==> src/sv/i2c_register_access_master_macros.svh <==
// Assertion macros shared by the I2C register access master RTL.
// Each macro expects i_clk and i_rst_n in the scope where it is used.
`ifndef I2C_REGISTER_ACCESS_MASTER_MACROS_SVH
`define I2C_REGISTER_ACCESS_MASTER_MACROS_SVH

// The consequent holds in the same cycle as the antecedent.
`define I2CRAM_ASSERT_NOW(lbl, ante, cons) \
    lbl: assert property (@(posedge i_clk) disable iff (!i_rst_n) (ante) |-> (cons)) \
        else $error("i2cram assertion failed");

// The consequent holds in the cycle after the antecedent.
`define I2CRAM_ASSERT_NEXT(lbl, ante, cons) \
    lbl: assert property (@(posedge i_clk) disable iff (!i_rst_n) (ante) |=> (cons)) \
        else $error("i2cram assertion failed");

`endif

==> src/sv/i2cram_pkg.sv <==
// Shared types and constants for the I2C register access master.
// No dependencies; every other RTL file imports this package.
`default_nettype none

package i2cram_pkg;

    // Configuration register indexes and reset values.
    localparam int unsigned CFG_IDX_W = 1;
    localparam logic [CFG_IDX_W-1:0] CFG_DEVICE_ADDRESS = 1'b0;
    localparam logic [CFG_IDX_W-1:0] CFG_PHASE_TICKS    = 1'b1;
    localparam int unsigned CFG_DATA_W = 16;
    localparam logic [6:0]  DEVICE_ADDRESS_RESET = 7'h68;
    localparam logic [15:0] PHASE_TICKS_RESET    = 16'd2;

    // Request modes as they arrive on the input channel.
    localparam logic [1:0] MODE_TICK  = 2'd0;
    localparam logic [1:0] MODE_WRITE = 2'd1;
    localparam logic [1:0] MODE_READ  = 2'd2;

    // Request kinds after classification by the front end.
    localparam logic [1:0] REQ_NONE  = 2'd0;
    localparam logic [1:0] REQ_WRITE = 2'd1;
    localparam logic [1:0] REQ_READ  = 2'd2;

    // Tick queue between the front end and the sequencer.
    localparam int unsigned Q_DEPTH = 4;
    localparam int unsigned Q_IDX_W = 2;
    localparam int unsigned Q_CNT_W = 3;

    typedef struct packed {
        logic [1:0] mode;
        logic [7:0] reg_addr;
        logic [7:0] write_data;
        logic       sda_in;
    } t_in_item;

    typedef struct packed {
        logic       scl_level;
        logic       sda_release;
        logic       busy_res;
        logic       done_res;
        logic       ack_error;
        logic [7:0] read_data;
    } t_out_item;

    typedef struct packed {
        logic [1:0] kind;
        logic [7:0] reg_addr;
        logic [7:0] write_data;
        logic       sda_in;
    } t_tick;

endpackage

`default_nettype wire

==> src/sv/i2cram_queue.sv <==
// Front end of the I2C register access master: accepts ticks, classifies the
// request mode and holds them in a short queue. Depends on i2cram_pkg.
`default_nettype none
`include "i2c_register_access_master_macros.svh"

module i2cram_queue (
    input  wire logic              i_clk,
    input  wire logic              i_rst_n,
    input  wire logic              i_in_valid,
    output logic                   o_in_stall,
    input  wire i2cram_pkg::t_in_item i_in_data,
    output logic                   o_q_valid,
    output i2cram_pkg::t_tick      o_q_tick,
    input  wire logic              i_pop
);
    import i2cram_pkg::*;

    t_tick               r_mem [Q_DEPTH];
    logic [Q_IDX_W-1:0]  r_wr_ptr;
    logic [Q_IDX_W-1:0]  r_rd_ptr;
    logic [Q_CNT_W-1:0]  r_count;
    logic                push;
    logic                pop;
    t_tick               tick;

    // Mode three and tick-only items both carry no request.
    always_comb begin
        tick.reg_addr   = i_in_data.reg_addr;
        tick.write_data = i_in_data.write_data;
        tick.sda_in     = i_in_data.sda_in;
        case (i_in_data.mode)
            MODE_WRITE: tick.kind = REQ_WRITE;
            MODE_READ:  tick.kind = REQ_READ;
            default:    tick.kind = REQ_NONE;
        endcase
    end

    assign o_in_stall = (r_count == Q_CNT_W'(Q_DEPTH));
    assign push       = i_in_valid && !o_in_stall;
    assign o_q_valid  = (r_count != '0);
    assign pop        = i_pop && o_q_valid;
    assign o_q_tick   = r_mem[r_rd_ptr];

    always_ff @(posedge i_clk) begin
        if (push) begin
            r_mem[r_wr_ptr] <= tick;
        end
    end

    always_ff @(posedge i_clk) begin
        if (!i_rst_n) begin
            r_wr_ptr <= '0;
            r_rd_ptr <= '0;
            r_count  <= '0;
        end else begin
            if (push) begin
                r_wr_ptr <= r_wr_ptr + Q_IDX_W'(1);
            end
            if (pop) begin
                r_rd_ptr <= r_rd_ptr + Q_IDX_W'(1);
            end
            case ({push, pop})
                2'b10:   r_count <= r_count + Q_CNT_W'(1);
                2'b01:   r_count <= r_count - Q_CNT_W'(1);
                default: r_count <= r_count;
            endcase
        end
    end

    `I2CRAM_ASSERT_NOW(a_count_bound, 1'b1, r_count <= Q_CNT_W'(Q_DEPTH))
    `I2CRAM_ASSERT_NEXT(a_count_up, push && !pop, r_count == $past(r_count) + Q_CNT_W'(1))
    `I2CRAM_ASSERT_NEXT(a_count_down, pop && !push, r_count == $past(r_count) - Q_CNT_W'(1))

endmodule

`default_nettype wire

==> src/sv/i2cram_seq.sv <==
// Back end of the I2C register access master: the bus sequencer, the
// configuration registers and the output register. Depends on i2cram_pkg.
`default_nettype none
`include "i2c_register_access_master_macros.svh"

module i2cram_seq (
    input  wire logic                          i_clk,
    input  wire logic                          i_rst_n,
    input  wire logic                          i_cfg_we,
    input  wire logic [i2cram_pkg::CFG_IDX_W-1:0]  i_cfg_idx,
    input  wire logic [i2cram_pkg::CFG_DATA_W-1:0] i_cfg_wdata,
    input  wire logic                          i_q_valid,
    input  wire i2cram_pkg::t_tick             i_q_tick,
    output logic                               o_pop,
    output logic                               o_out_valid,
    input  wire logic                          i_out_stall,
    output i2cram_pkg::t_out_item              o_out_data
);
    import i2cram_pkg::*;

    localparam logic [4:0] ST_IDLE = 5'd0;
    localparam logic [4:0] ST_S0   = 5'd1;
    localparam logic [4:0] ST_S1   = 5'd2;
    localparam logic [4:0] ST_S2   = 5'd3;
    localparam logic [4:0] ST_S3   = 5'd4;
    localparam logic [4:0] ST_WSET = 5'd5;
    localparam logic [4:0] ST_WHI  = 5'd6;
    localparam logic [4:0] ST_WLO  = 5'd7;
    localparam logic [4:0] ST_AREL = 5'd8;
    localparam logic [4:0] ST_AHI  = 5'd9;
    localparam logic [4:0] ST_ALO  = 5'd10;
    localparam logic [4:0] ST_RREL = 5'd11;
    localparam logic [4:0] ST_RHI  = 5'd12;
    localparam logic [4:0] ST_RLO  = 5'd13;
    localparam logic [4:0] ST_NSET = 5'd14;
    localparam logic [4:0] ST_NHI  = 5'd15;
    localparam logic [4:0] ST_NLO  = 5'd16;
    localparam logic [4:0] ST_P0   = 5'd17;
    localparam logic [4:0] ST_P1   = 5'd18;
    localparam logic [4:0] ST_P2   = 5'd19;
    localparam logic [4:0] ST_P3   = 5'd20;

    localparam logic [1:0] STG_ADDR_W = 2'd0;
    localparam logic [1:0] STG_REG    = 2'd1;
    localparam logic [1:0] STG_DATA   = 2'd2;
    localparam logic [1:0] STG_ADDR_R = 2'd3;

    logic [6:0]  r_dev_addr;
    logic [15:0] r_phase_ticks;

    logic [4:0]  r_step,      n_step;
    logic [1:0]  r_stage,     n_stage;
    logic [15:0] r_phase,     n_phase;
    logic [2:0]  r_bit,       n_bit;
    logic [7:0]  r_shift,     n_shift;
    logic [7:0]  r_held_reg,  n_held_reg;
    logic [7:0]  r_held_data, n_held_data;
    logic        r_is_read,   n_is_read;
    logic        r_scl,       n_scl;
    logic        r_sda,       n_sda;

    logic        r_out_valid;
    t_out_item   r_out;

    logic        do_enter;
    logic [4:0]  enter_step;
    logic        done;
    logic        err;
    logic [7:0]  rd;
    logic [15:0] limit;
    logic [16:0] phase_inc;

    // A tick is taken whenever the output register is free or being emptied.
    assign o_pop       = i_q_valid && (!r_out_valid || !i_out_stall);
    assign o_out_valid = r_out_valid;
    assign o_out_data  = r_out;

    assign limit     = (r_phase_ticks == '0) ? 16'd1 : r_phase_ticks;
    assign phase_inc = {1'b0, r_phase} + 17'd1;

    always_comb begin
        n_step      = r_step;
        n_stage     = r_stage;
        n_phase     = r_phase;
        n_bit       = r_bit;
        n_shift     = r_shift;
        n_held_reg  = r_held_reg;
        n_held_data = r_held_data;
        n_is_read   = r_is_read;
        n_scl       = r_scl;
        n_sda       = r_sda;
        do_enter    = 1'b0;
        enter_step  = ST_IDLE;
        done        = 1'b0;
        err         = 1'b0;
        rd          = 8'd0;

        if (r_step == ST_IDLE) begin
            if (i_q_tick.kind == REQ_WRITE || i_q_tick.kind == REQ_READ) begin
                n_held_reg  = i_q_tick.reg_addr;
                n_held_data = i_q_tick.write_data;
                n_is_read   = (i_q_tick.kind == REQ_READ);
                n_stage     = STG_ADDR_W;
                n_bit       = '0;
                n_shift     = '0;
                do_enter    = 1'b1;
                enter_step  = ST_S0;
            end
        end else if (phase_inc < {1'b0, limit}) begin
            n_phase = phase_inc[15:0];
        end else begin
            case (r_step)
                ST_S0: begin do_enter = 1'b1; enter_step = ST_S1; end
                ST_S1: begin do_enter = 1'b1; enter_step = ST_S2; end
                ST_S2: begin do_enter = 1'b1; enter_step = ST_S3; end
                ST_S3: begin
                    // The second address byte of a read carries the read bit.
                    n_shift    = {r_dev_addr, (r_stage == STG_ADDR_R)};
                    n_bit      = '0;
                    do_enter   = 1'b1;
                    enter_step = ST_WSET;
                end
                ST_WSET: begin do_enter = 1'b1; enter_step = ST_WHI; end
                ST_WHI:  begin do_enter = 1'b1; enter_step = ST_WLO; end
                ST_WLO: begin
                    do_enter = 1'b1;
                    if (r_bit == 3'd7) begin
                        enter_step = ST_AREL;
                    end else begin
                        n_bit      = r_bit + 3'd1;
                        n_shift    = {r_shift[6:0], 1'b0};
                        enter_step = ST_WSET;
                    end
                end
                ST_AREL: begin do_enter = 1'b1; enter_step = ST_AHI; end
                ST_AHI: begin
                    // The slave acknowledge is kept in the shift register.
                    n_shift    = {7'd0, i_q_tick.sda_in};
                    do_enter   = 1'b1;
                    enter_step = ST_ALO;
                end
                ST_ALO: begin
                    if (r_shift[0]) begin
                        // A NACK ends the transfer with no stop condition.
                        done    = 1'b1;
                        err     = 1'b1;
                        n_shift = '0;
                        n_step  = ST_IDLE;
                        n_phase = '0;
                    end else begin
                        do_enter = 1'b1;
                        case (r_stage)
                            STG_ADDR_W: begin
                                n_stage    = STG_REG;
                                n_shift    = r_held_reg;
                                n_bit      = '0;
                                enter_step = ST_WSET;
                            end
                            STG_REG: begin
                                if (r_is_read) begin
                                    n_stage    = STG_ADDR_R;
                                    enter_step = ST_S0;
                                end else begin
                                    n_stage    = STG_DATA;
                                    n_shift    = r_held_data;
                                    n_bit      = '0;
                                    enter_step = ST_WSET;
                                end
                            end
                            STG_DATA: enter_step = ST_P0;
                            default: begin
                                n_shift    = '0;
                                n_bit      = '0;
                                enter_step = ST_RREL;
                            end
                        endcase
                    end
                end
                ST_RREL: begin do_enter = 1'b1; enter_step = ST_RHI; end
                ST_RHI: begin
                    n_shift    = {r_shift[6:0], i_q_tick.sda_in};
                    do_enter   = 1'b1;
                    enter_step = ST_RLO;
                end
                ST_RLO: begin
                    do_enter = 1'b1;
                    if (r_bit == 3'd7) begin
                        enter_step = ST_NSET;
                    end else begin
                        n_bit      = r_bit + 3'd1;
                        enter_step = ST_RHI;
                    end
                end
                ST_NSET: begin do_enter = 1'b1; enter_step = ST_NHI; end
                ST_NHI:  begin do_enter = 1'b1; enter_step = ST_NLO; end
                ST_NLO:  begin do_enter = 1'b1; enter_step = ST_P0; end
                ST_P0:   begin do_enter = 1'b1; enter_step = ST_P1; end
                ST_P1:   begin do_enter = 1'b1; enter_step = ST_P2; end
                ST_P2:   begin do_enter = 1'b1; enter_step = ST_P3; end
                ST_P3: begin
                    done    = 1'b1;
                    rd      = r_is_read ? r_shift : 8'd0;
                    n_step  = ST_IDLE;
                    n_phase = '0;
                end
                default: begin
                    n_step  = ST_IDLE;
                    n_phase = '0;
                end
            endcase
        end

        // Entering a step restarts the phase count and sets the line levels.
        if (do_enter) begin
            n_step  = enter_step;
            n_phase = '0;
            case (enter_step)
                ST_S0: n_sda = 1'b1;
                ST_S1: begin n_scl = 1'b1; n_sda = 1'b1; end
                ST_S2: begin n_scl = 1'b1; n_sda = 1'b0; end
                ST_S3: begin n_scl = 1'b0; n_sda = 1'b0; end
                ST_WSET: begin n_scl = 1'b0; n_sda = n_shift[7]; end
                ST_AREL, ST_RREL, ST_NSET: begin n_scl = 1'b0; n_sda = 1'b1; end
                ST_WHI, ST_AHI, ST_RHI, ST_NHI: n_scl = 1'b1;
                ST_WLO, ST_ALO, ST_RLO, ST_NLO: n_scl = 1'b0;
                ST_P0: begin n_scl = 1'b0; n_sda = 1'b1; end
                ST_P1: begin n_scl = 1'b0; n_sda = 1'b0; end
                ST_P2: begin n_scl = 1'b1; n_sda = 1'b0; end
                ST_P3: begin n_scl = 1'b1; n_sda = 1'b1; end
                default: begin n_scl = r_scl; n_sda = r_sda; end
            endcase
        end
    end

    always_ff @(posedge i_clk) begin
        if (!i_rst_n) begin
            r_dev_addr    <= DEVICE_ADDRESS_RESET;
            r_phase_ticks <= PHASE_TICKS_RESET;
        end else if (i_cfg_we) begin
            case (i_cfg_idx)
                CFG_DEVICE_ADDRESS: r_dev_addr    <= i_cfg_wdata[6:0];
                CFG_PHASE_TICKS:    r_phase_ticks <= i_cfg_wdata[15:0];
                default: ;
            endcase
        end
    end

    always_ff @(posedge i_clk) begin
        if (!i_rst_n) begin
            r_step      <= ST_IDLE;
            r_stage     <= STG_ADDR_W;
            r_phase     <= '0;
            r_bit       <= '0;
            r_shift     <= '0;
            r_held_reg  <= '0;
            r_held_data <= '0;
            r_is_read   <= 1'b0;
            r_scl       <= 1'b1;
            r_sda       <= 1'b1;
            r_out_valid <= 1'b0;
        end else begin
            if (o_pop) begin
                r_step      <= n_step;
                r_stage     <= n_stage;
                r_phase     <= n_phase;
                r_bit       <= n_bit;
                r_shift     <= n_shift;
                r_held_reg  <= n_held_reg;
                r_held_data <= n_held_data;
                r_is_read   <= n_is_read;
                r_scl       <= n_scl;
                r_sda       <= n_sda;
                r_out_valid <= 1'b1;
            end else if (!i_out_stall) begin
                r_out_valid <= 1'b0;
            end
        end
    end

    always_ff @(posedge i_clk) begin
        if (o_pop) begin
            r_out.scl_level   <= n_scl;
            r_out.sda_release <= n_sda;
            r_out.busy_res    <= (n_step != ST_IDLE);
            r_out.done_res    <= done;
            r_out.ack_error   <= err;
            r_out.read_data   <= rd;
        end
    end

    `I2CRAM_ASSERT_NOW(a_done_idle, r_out_valid && r_out.done_res, !r_out.busy_res)
    `I2CRAM_ASSERT_NOW(a_err_done, r_out_valid && r_out.ack_error, r_out.done_res)
    `I2CRAM_ASSERT_NOW(a_idle_phase, r_step == ST_IDLE, r_phase == '0)
    `I2CRAM_ASSERT_NEXT(a_tick_stays_idle,
        o_pop && r_step == ST_IDLE && i_q_tick.kind == REQ_NONE, r_step == ST_IDLE)

endmodule

`default_nettype wire

==> src/sv/i2c_register_access_master.sv <==
// With no stalls, a tick is written into the tick queue, then stepped by the sequencer,
// which registers its result in the output register for transfer out.
// Throughput: one tick per clock cycle while the output register is not stalled.
// Synchronous active-low reset empties the tick queue and output register,
// returns the sequencer to idle with SCL and SDA released high, and restores
// the device address (0x68) and phase length (two ticks).
`default_nettype none

// Top level: ties the tick queue to the bus sequencer.
// Depends on i2cram_pkg, i2cram_queue and i2cram_seq.
module i2c_register_access_master (
    input  wire logic                               i_clk,
    input  wire logic                               i_rst_n,
    input  wire logic                               i_cfg_we,
    input  wire logic [i2cram_pkg::CFG_IDX_W-1:0]  i_cfg_idx,
    input  wire logic [i2cram_pkg::CFG_DATA_W-1:0] i_cfg_wdata,
    input  wire logic                               i_in_valid,
    output logic                                    o_in_stall,
    input  wire i2cram_pkg::t_in_item               i_in_data,
    output logic                                    o_out_valid,
    input  wire logic                               i_out_stall,
    output i2cram_pkg::t_out_item                   o_out_data
);
    import i2cram_pkg::*;

    // Each input transfer is one timing tick of the bus sequencer. The front
    // end classifies the request mode (mode three counts as a plain tick) and
    // queues the tick; the sequencer takes one queued tick per cycle whenever
    // its output register is free or being read, so the four-entry queue buffers
    // between the two sides. Every tick yields exactly one output transfer.
    logic  q_valid;
    t_tick q_tick;
    logic  q_pop;

    i2cram_queue u_queue (
        .i_clk      (i_clk),
        .i_rst_n    (i_rst_n),
        .i_in_valid (i_in_valid),
        .o_in_stall (o_in_stall),
        .i_in_data  (i_in_data),
        .o_q_valid  (q_valid),
        .o_q_tick   (q_tick),
        .i_pop      (q_pop)
    );

    // The sequencer walks start, address, register, data or repeated start
    // and read phases, each lasting the configured number of ticks, and
    // reports done, NACK and the read byte on the tick the transaction ends.
    i2cram_seq u_seq (
        .i_clk       (i_clk),
        .i_rst_n     (i_rst_n),
        .i_cfg_we    (i_cfg_we),
        .i_cfg_idx   (i_cfg_idx),
        .i_cfg_wdata (i_cfg_wdata),
        .i_q_valid   (q_valid),
        .i_q_tick    (q_tick),
        .o_pop       (q_pop),
        .o_out_valid (o_out_valid),
        .i_out_stall (i_out_stall),
        .o_out_data  (o_out_data)
    );

endmodule

`default_nettype wire

==> config.mk <==
export PLATFORM = sky130hd
export DESIGN_NAME = i2c_register_access_master
export DESIGN_NICKNAME = d
export VERILOG_FILES = /design/src/sv/i2cram_pkg.sv /design/src/sv/i2cram_queue.sv /design/src/sv/i2cram_seq.sv /design/src/sv/i2c_register_access_master.sv
export VERILOG_INCLUDE_DIRS = /design/src /design/src/sv
export SDC_FILE = /design/constraint.sdc
export NUM_CORES = 1
export LEC_CHECK = 0
export BUFFER_PORTS_ARGS = -buffer_cell sky130_fd_sc_hd__clkbuf_2
export CAP_MARGIN = 20
export CORE_MARGIN = 2
export CORE_UTILIZATION = 50
export CTS_CLUSTER_SIZE = 16
export DETAILED_ROUTE_END_ITERATION = 10
export PLACE_DENSITY = 0.68
export SYNTH_ARGS = -nofsm -noshare
export SYNTH_HDL_FRONTEND = slang
export SYNTH_SLANG_ARGS = --single-unit
==> constraint.sdc <==
create_clock -name i_clk -period 7 [get_ports i_clk]
set_input_delay 1.05 -clock i_clk [delete_from_list [all_inputs] [get_ports i_clk]]
set_output_delay 1.05 -clock i_clk [all_outputs]
set_load 0.01 [all_outputs]
==> flow_summary.json <==
{
  "outcome": "completed",
  "globalplace.congestion": 0.923,
  "fmax_mhz": 221,
  "initial_core_util_pct": 51.1,
  "startpoint": "u_seq.r_phase[0]",
  "ir_drop_mv": 0.274,
  "grt_util_all_layers_pct": 20.7,
  "max_cap_viol_count": 0,
  "overflow": 0,
  "rows": 47,
  "first_pass_iters": 6,
  "cts_setup_buffers": 0,
  "r2r-start": "u_seq.r_phase[0]",
  "clock-skew-final_ns": 0.00762,
  "tns_ns": 0,
  "syn-num-nets": 889,
  "grt_pass1_vias": 5796,
  "htree_levels": 4,
  "synth_area_per_cell_sq_um": 10.3,
  "grt_pass1_wl_um": 29400,
  "die_y_um": 134,
  "worstHoldStart": "u_seq.r_held_reg[6]",
  "seq_area_frac_synth_pct": 51.9,
  "synth_area_sq_mm": 0.00847,
  "path_delay_family": "simple AND/OR/NAND/NOR gates",
  "critPathMaxStageDelay_ns": 0.72,
  "cts_num_sinks": 175,
  "yosysWarnings": 0,
  "hold_viol": 0,
  "hold_buffers": 0,
  "synth_cells": 823,
  "finalCritPeriodShare_pct": 64.5,
  "dp_cells": 1061,
  "async_flop_share_pct": 0,
  "largestRegisters": "u_queue.r_mem (76), u_seq.r_phase (16), u_seq.r_phase_ticks (16)",
  "coreArea_sq_mm": 0.0166,
  "synth_largest_area_cell": "edfxtp_1",
  "ys_types": 79,
  "largest_reg_flops": 76,
  "diodes": 0,
  "via_per_inst": 5.71,
  "worst-endpoint-required_ns": 7.17,
  "mostFrequentLayoutCell": "nand2_1",
  "boundaryPins": 56,
  "max_slew_margin_pct": 32.0,
  "crit_buf_inv": 0,
  "hpwl_um": 12200,
  "synth_top_area_share_pct": 31.6,
  "num_vias": 6245,
  "root_buffer": "clkbuf_16",
  "die_area_sq_mm": 0.0180,
  "rsz0062_at_grt": "false",
  "critPathLaunchType": "flip-flop",
  "cts_made_buffers": 17,
  "fin_crit_ns": 4.52,
  "synth_top_flop_cell": "edfxtp_1",
  "layout-drive-gt1-share_pct": 14.2,
  "end_kind": "flip-flop",
  "finalSetupViolations": 0,
  "fin_cells": 1094,
  "wire_per_inst_um": 16.5,
  "ctsLongestPathBuffers": 2,
  "yosys-top-cells-area": "edfxtp_1 (32%), dfxtp_1 (20%), mux4_2 (5.1%)",
  "die_w_um": 134,
  "crit_chain": "ha_1 > nand3_1 > nor2_1 > nand2_1 > nor2_1 > nand3_1 > xnor2_1 > ha_1 > a21oi_1 > o221ai_1 > or3_1 > o21ai_0 > o21ai_0 > or4_1",
  "whs_ns": 0.455,
  "path_class": "reg2reg",
  "clock_latency_ns": 0.44,
  "drv_slew": 0,
  "drtIter0Drc": 627,
  "hold_class": "reg2reg",
  "worst_pin_slew_ns": 0.995,
  "ys_ff_latch": 175,
  "antenna_found_initial": 0,
  "power_density_mw_per_mm2": 356,
  "route.detailed.drc": 0,
  "crit_arrival_ns": 4.68,
  "final_nets": 927,
  "ctsResizeCount": 0,
  "worst_path_max_delay_cell": "o21ai_0",
  "p_leak_nw": 3.36,
  "finalWirelength_um": 18100,
  "tritoncts": "built",
  "area_growth_syn_to_layout_pct": 11.9,
  "synth_edf_count": 89,
  "path_clk_slew_ns": 0.06,
  "portBuffers": 55,
  "most-common-layout-cells": "nand2_1 (113), edfxtp_1 (89), dfxtp_1 (86), nor2_1 (77), a21oi_1 (66)",
  "ant_nets": 0,
  "top_register": "u_queue.r_mem",
  "path_max_fanout": 10,
  "grt_max_degree": 83,
  "n_fill_cell": 1434
}
-- path summary, 6_finish.rpt --
check	to	cells after the start	slack, ns
min	u_seq.r_held_reg[6]	2	0.45
max reg2reg	u_seq.o_out_data[10]	14	2.48
max	u_seq.o_out_data[10]	14	2.48
min reg2reg	u_seq.r_held_reg[6]	2	0.45
-- metrics by stage --
| step | utilization [%] | power (mW) | cell area, sq um | setup WS (ns) |
|---|---|---|---|---|
| finish | 57.1 | 3.37 | 9480 | 2.48 |
| detailed placement | 53.5 | 2.45 | 8880 | 2.65 |
| floorplan | - | 2.16 | 8470 | 3.24 |
| CTS | 57.1 | 3.38 | 9460 | 2.61 |
| global route | 57.1 | 3.57 | 9480 | 2.21 |
| global placement | 53.5 | 2.44 | 8880 | 2.80 |
-- report_power, final --
group	switching, mW	leakage (nW)	total (mW)	internal (mW)
registers	0.0935	1.52	1.35	1.26
clock network	0.427	0.280	0.933	0.506
logic	0.671	1.56	1.09	0.417
-- logic make-up (layout without fill, tap and decap cells) --
family | Yosys count | in the layout | share of synthesized area [%]
muxes | 31 | 31 | 6.47
adders and majority gates | 25 | 25 | 3.78
AOI/OAI and AO/OA | 169 | 169 | 13.3
and+or+nand+nor | 321 | 321 | 18.2
buffers and inverters | 78 | 129 | 3.83
xor gates and xnor gates | 24 | 24 | 2.48
DFF | 175 | 175 | 51.9
-- worst reg2reg max path: stages (launching register included) --
cell      delay (ns)
dfxtp_1         0.39
ha_1            0.27
nand3_1         0.18
nor2_1          0.21
nand2_1         0.08
nor2_1          0.27
nand3_1         0.14
xnor2_1         0.27
ha_1            0.30
a21oi_1         0.16
o221ai_1        0.15
or3_1           0.52
o21ai_0         0.72
o21ai_0         0.20
or4_1           0.41
-- layout make-up --
cell class	count	area (sq um)	share of cell area [%]
Clock buffer	19	433	4.57
Sequential cell	175	4390	46.4
Clock inverter	13	151	1.60
Multi-Input combinational cell	570	3760	39.6
Tap cell	220	275	2.91
Inverter	35	131	1.39
Timing Repair Buffer	62	334	3.53
-- cells in the mapped netlist, types with 11 or more instances --
library cell,instances
nor3_1,17
ha_1,24
xnor2_1,14
nand2_1,113
dfxtp_1,86
and2_1,16
nor2_1,77
a21oi_1,66
inv_1,33
clkbuf_1,26
a22oi_1,13
o21ai_0,19
mux2i_1,12
nand3_1,17
nand2b_1,11
nand4_1,11
mux4_2,19
edfxtp_1,89
nor2b_1,16
-- per-layer routing --
metal  part of all wire, %  vias to the layer above  GRT usage (%)
li1                      -                     3096              -
met1                    45                     2923           28.1
met2                    48                      199           33.3
met3                   5.4                       27           4.04
met4                   1.7                        0           7.66
met5                     0                        -              0
No activity file was read; power rests on OpenSTA's default activity.
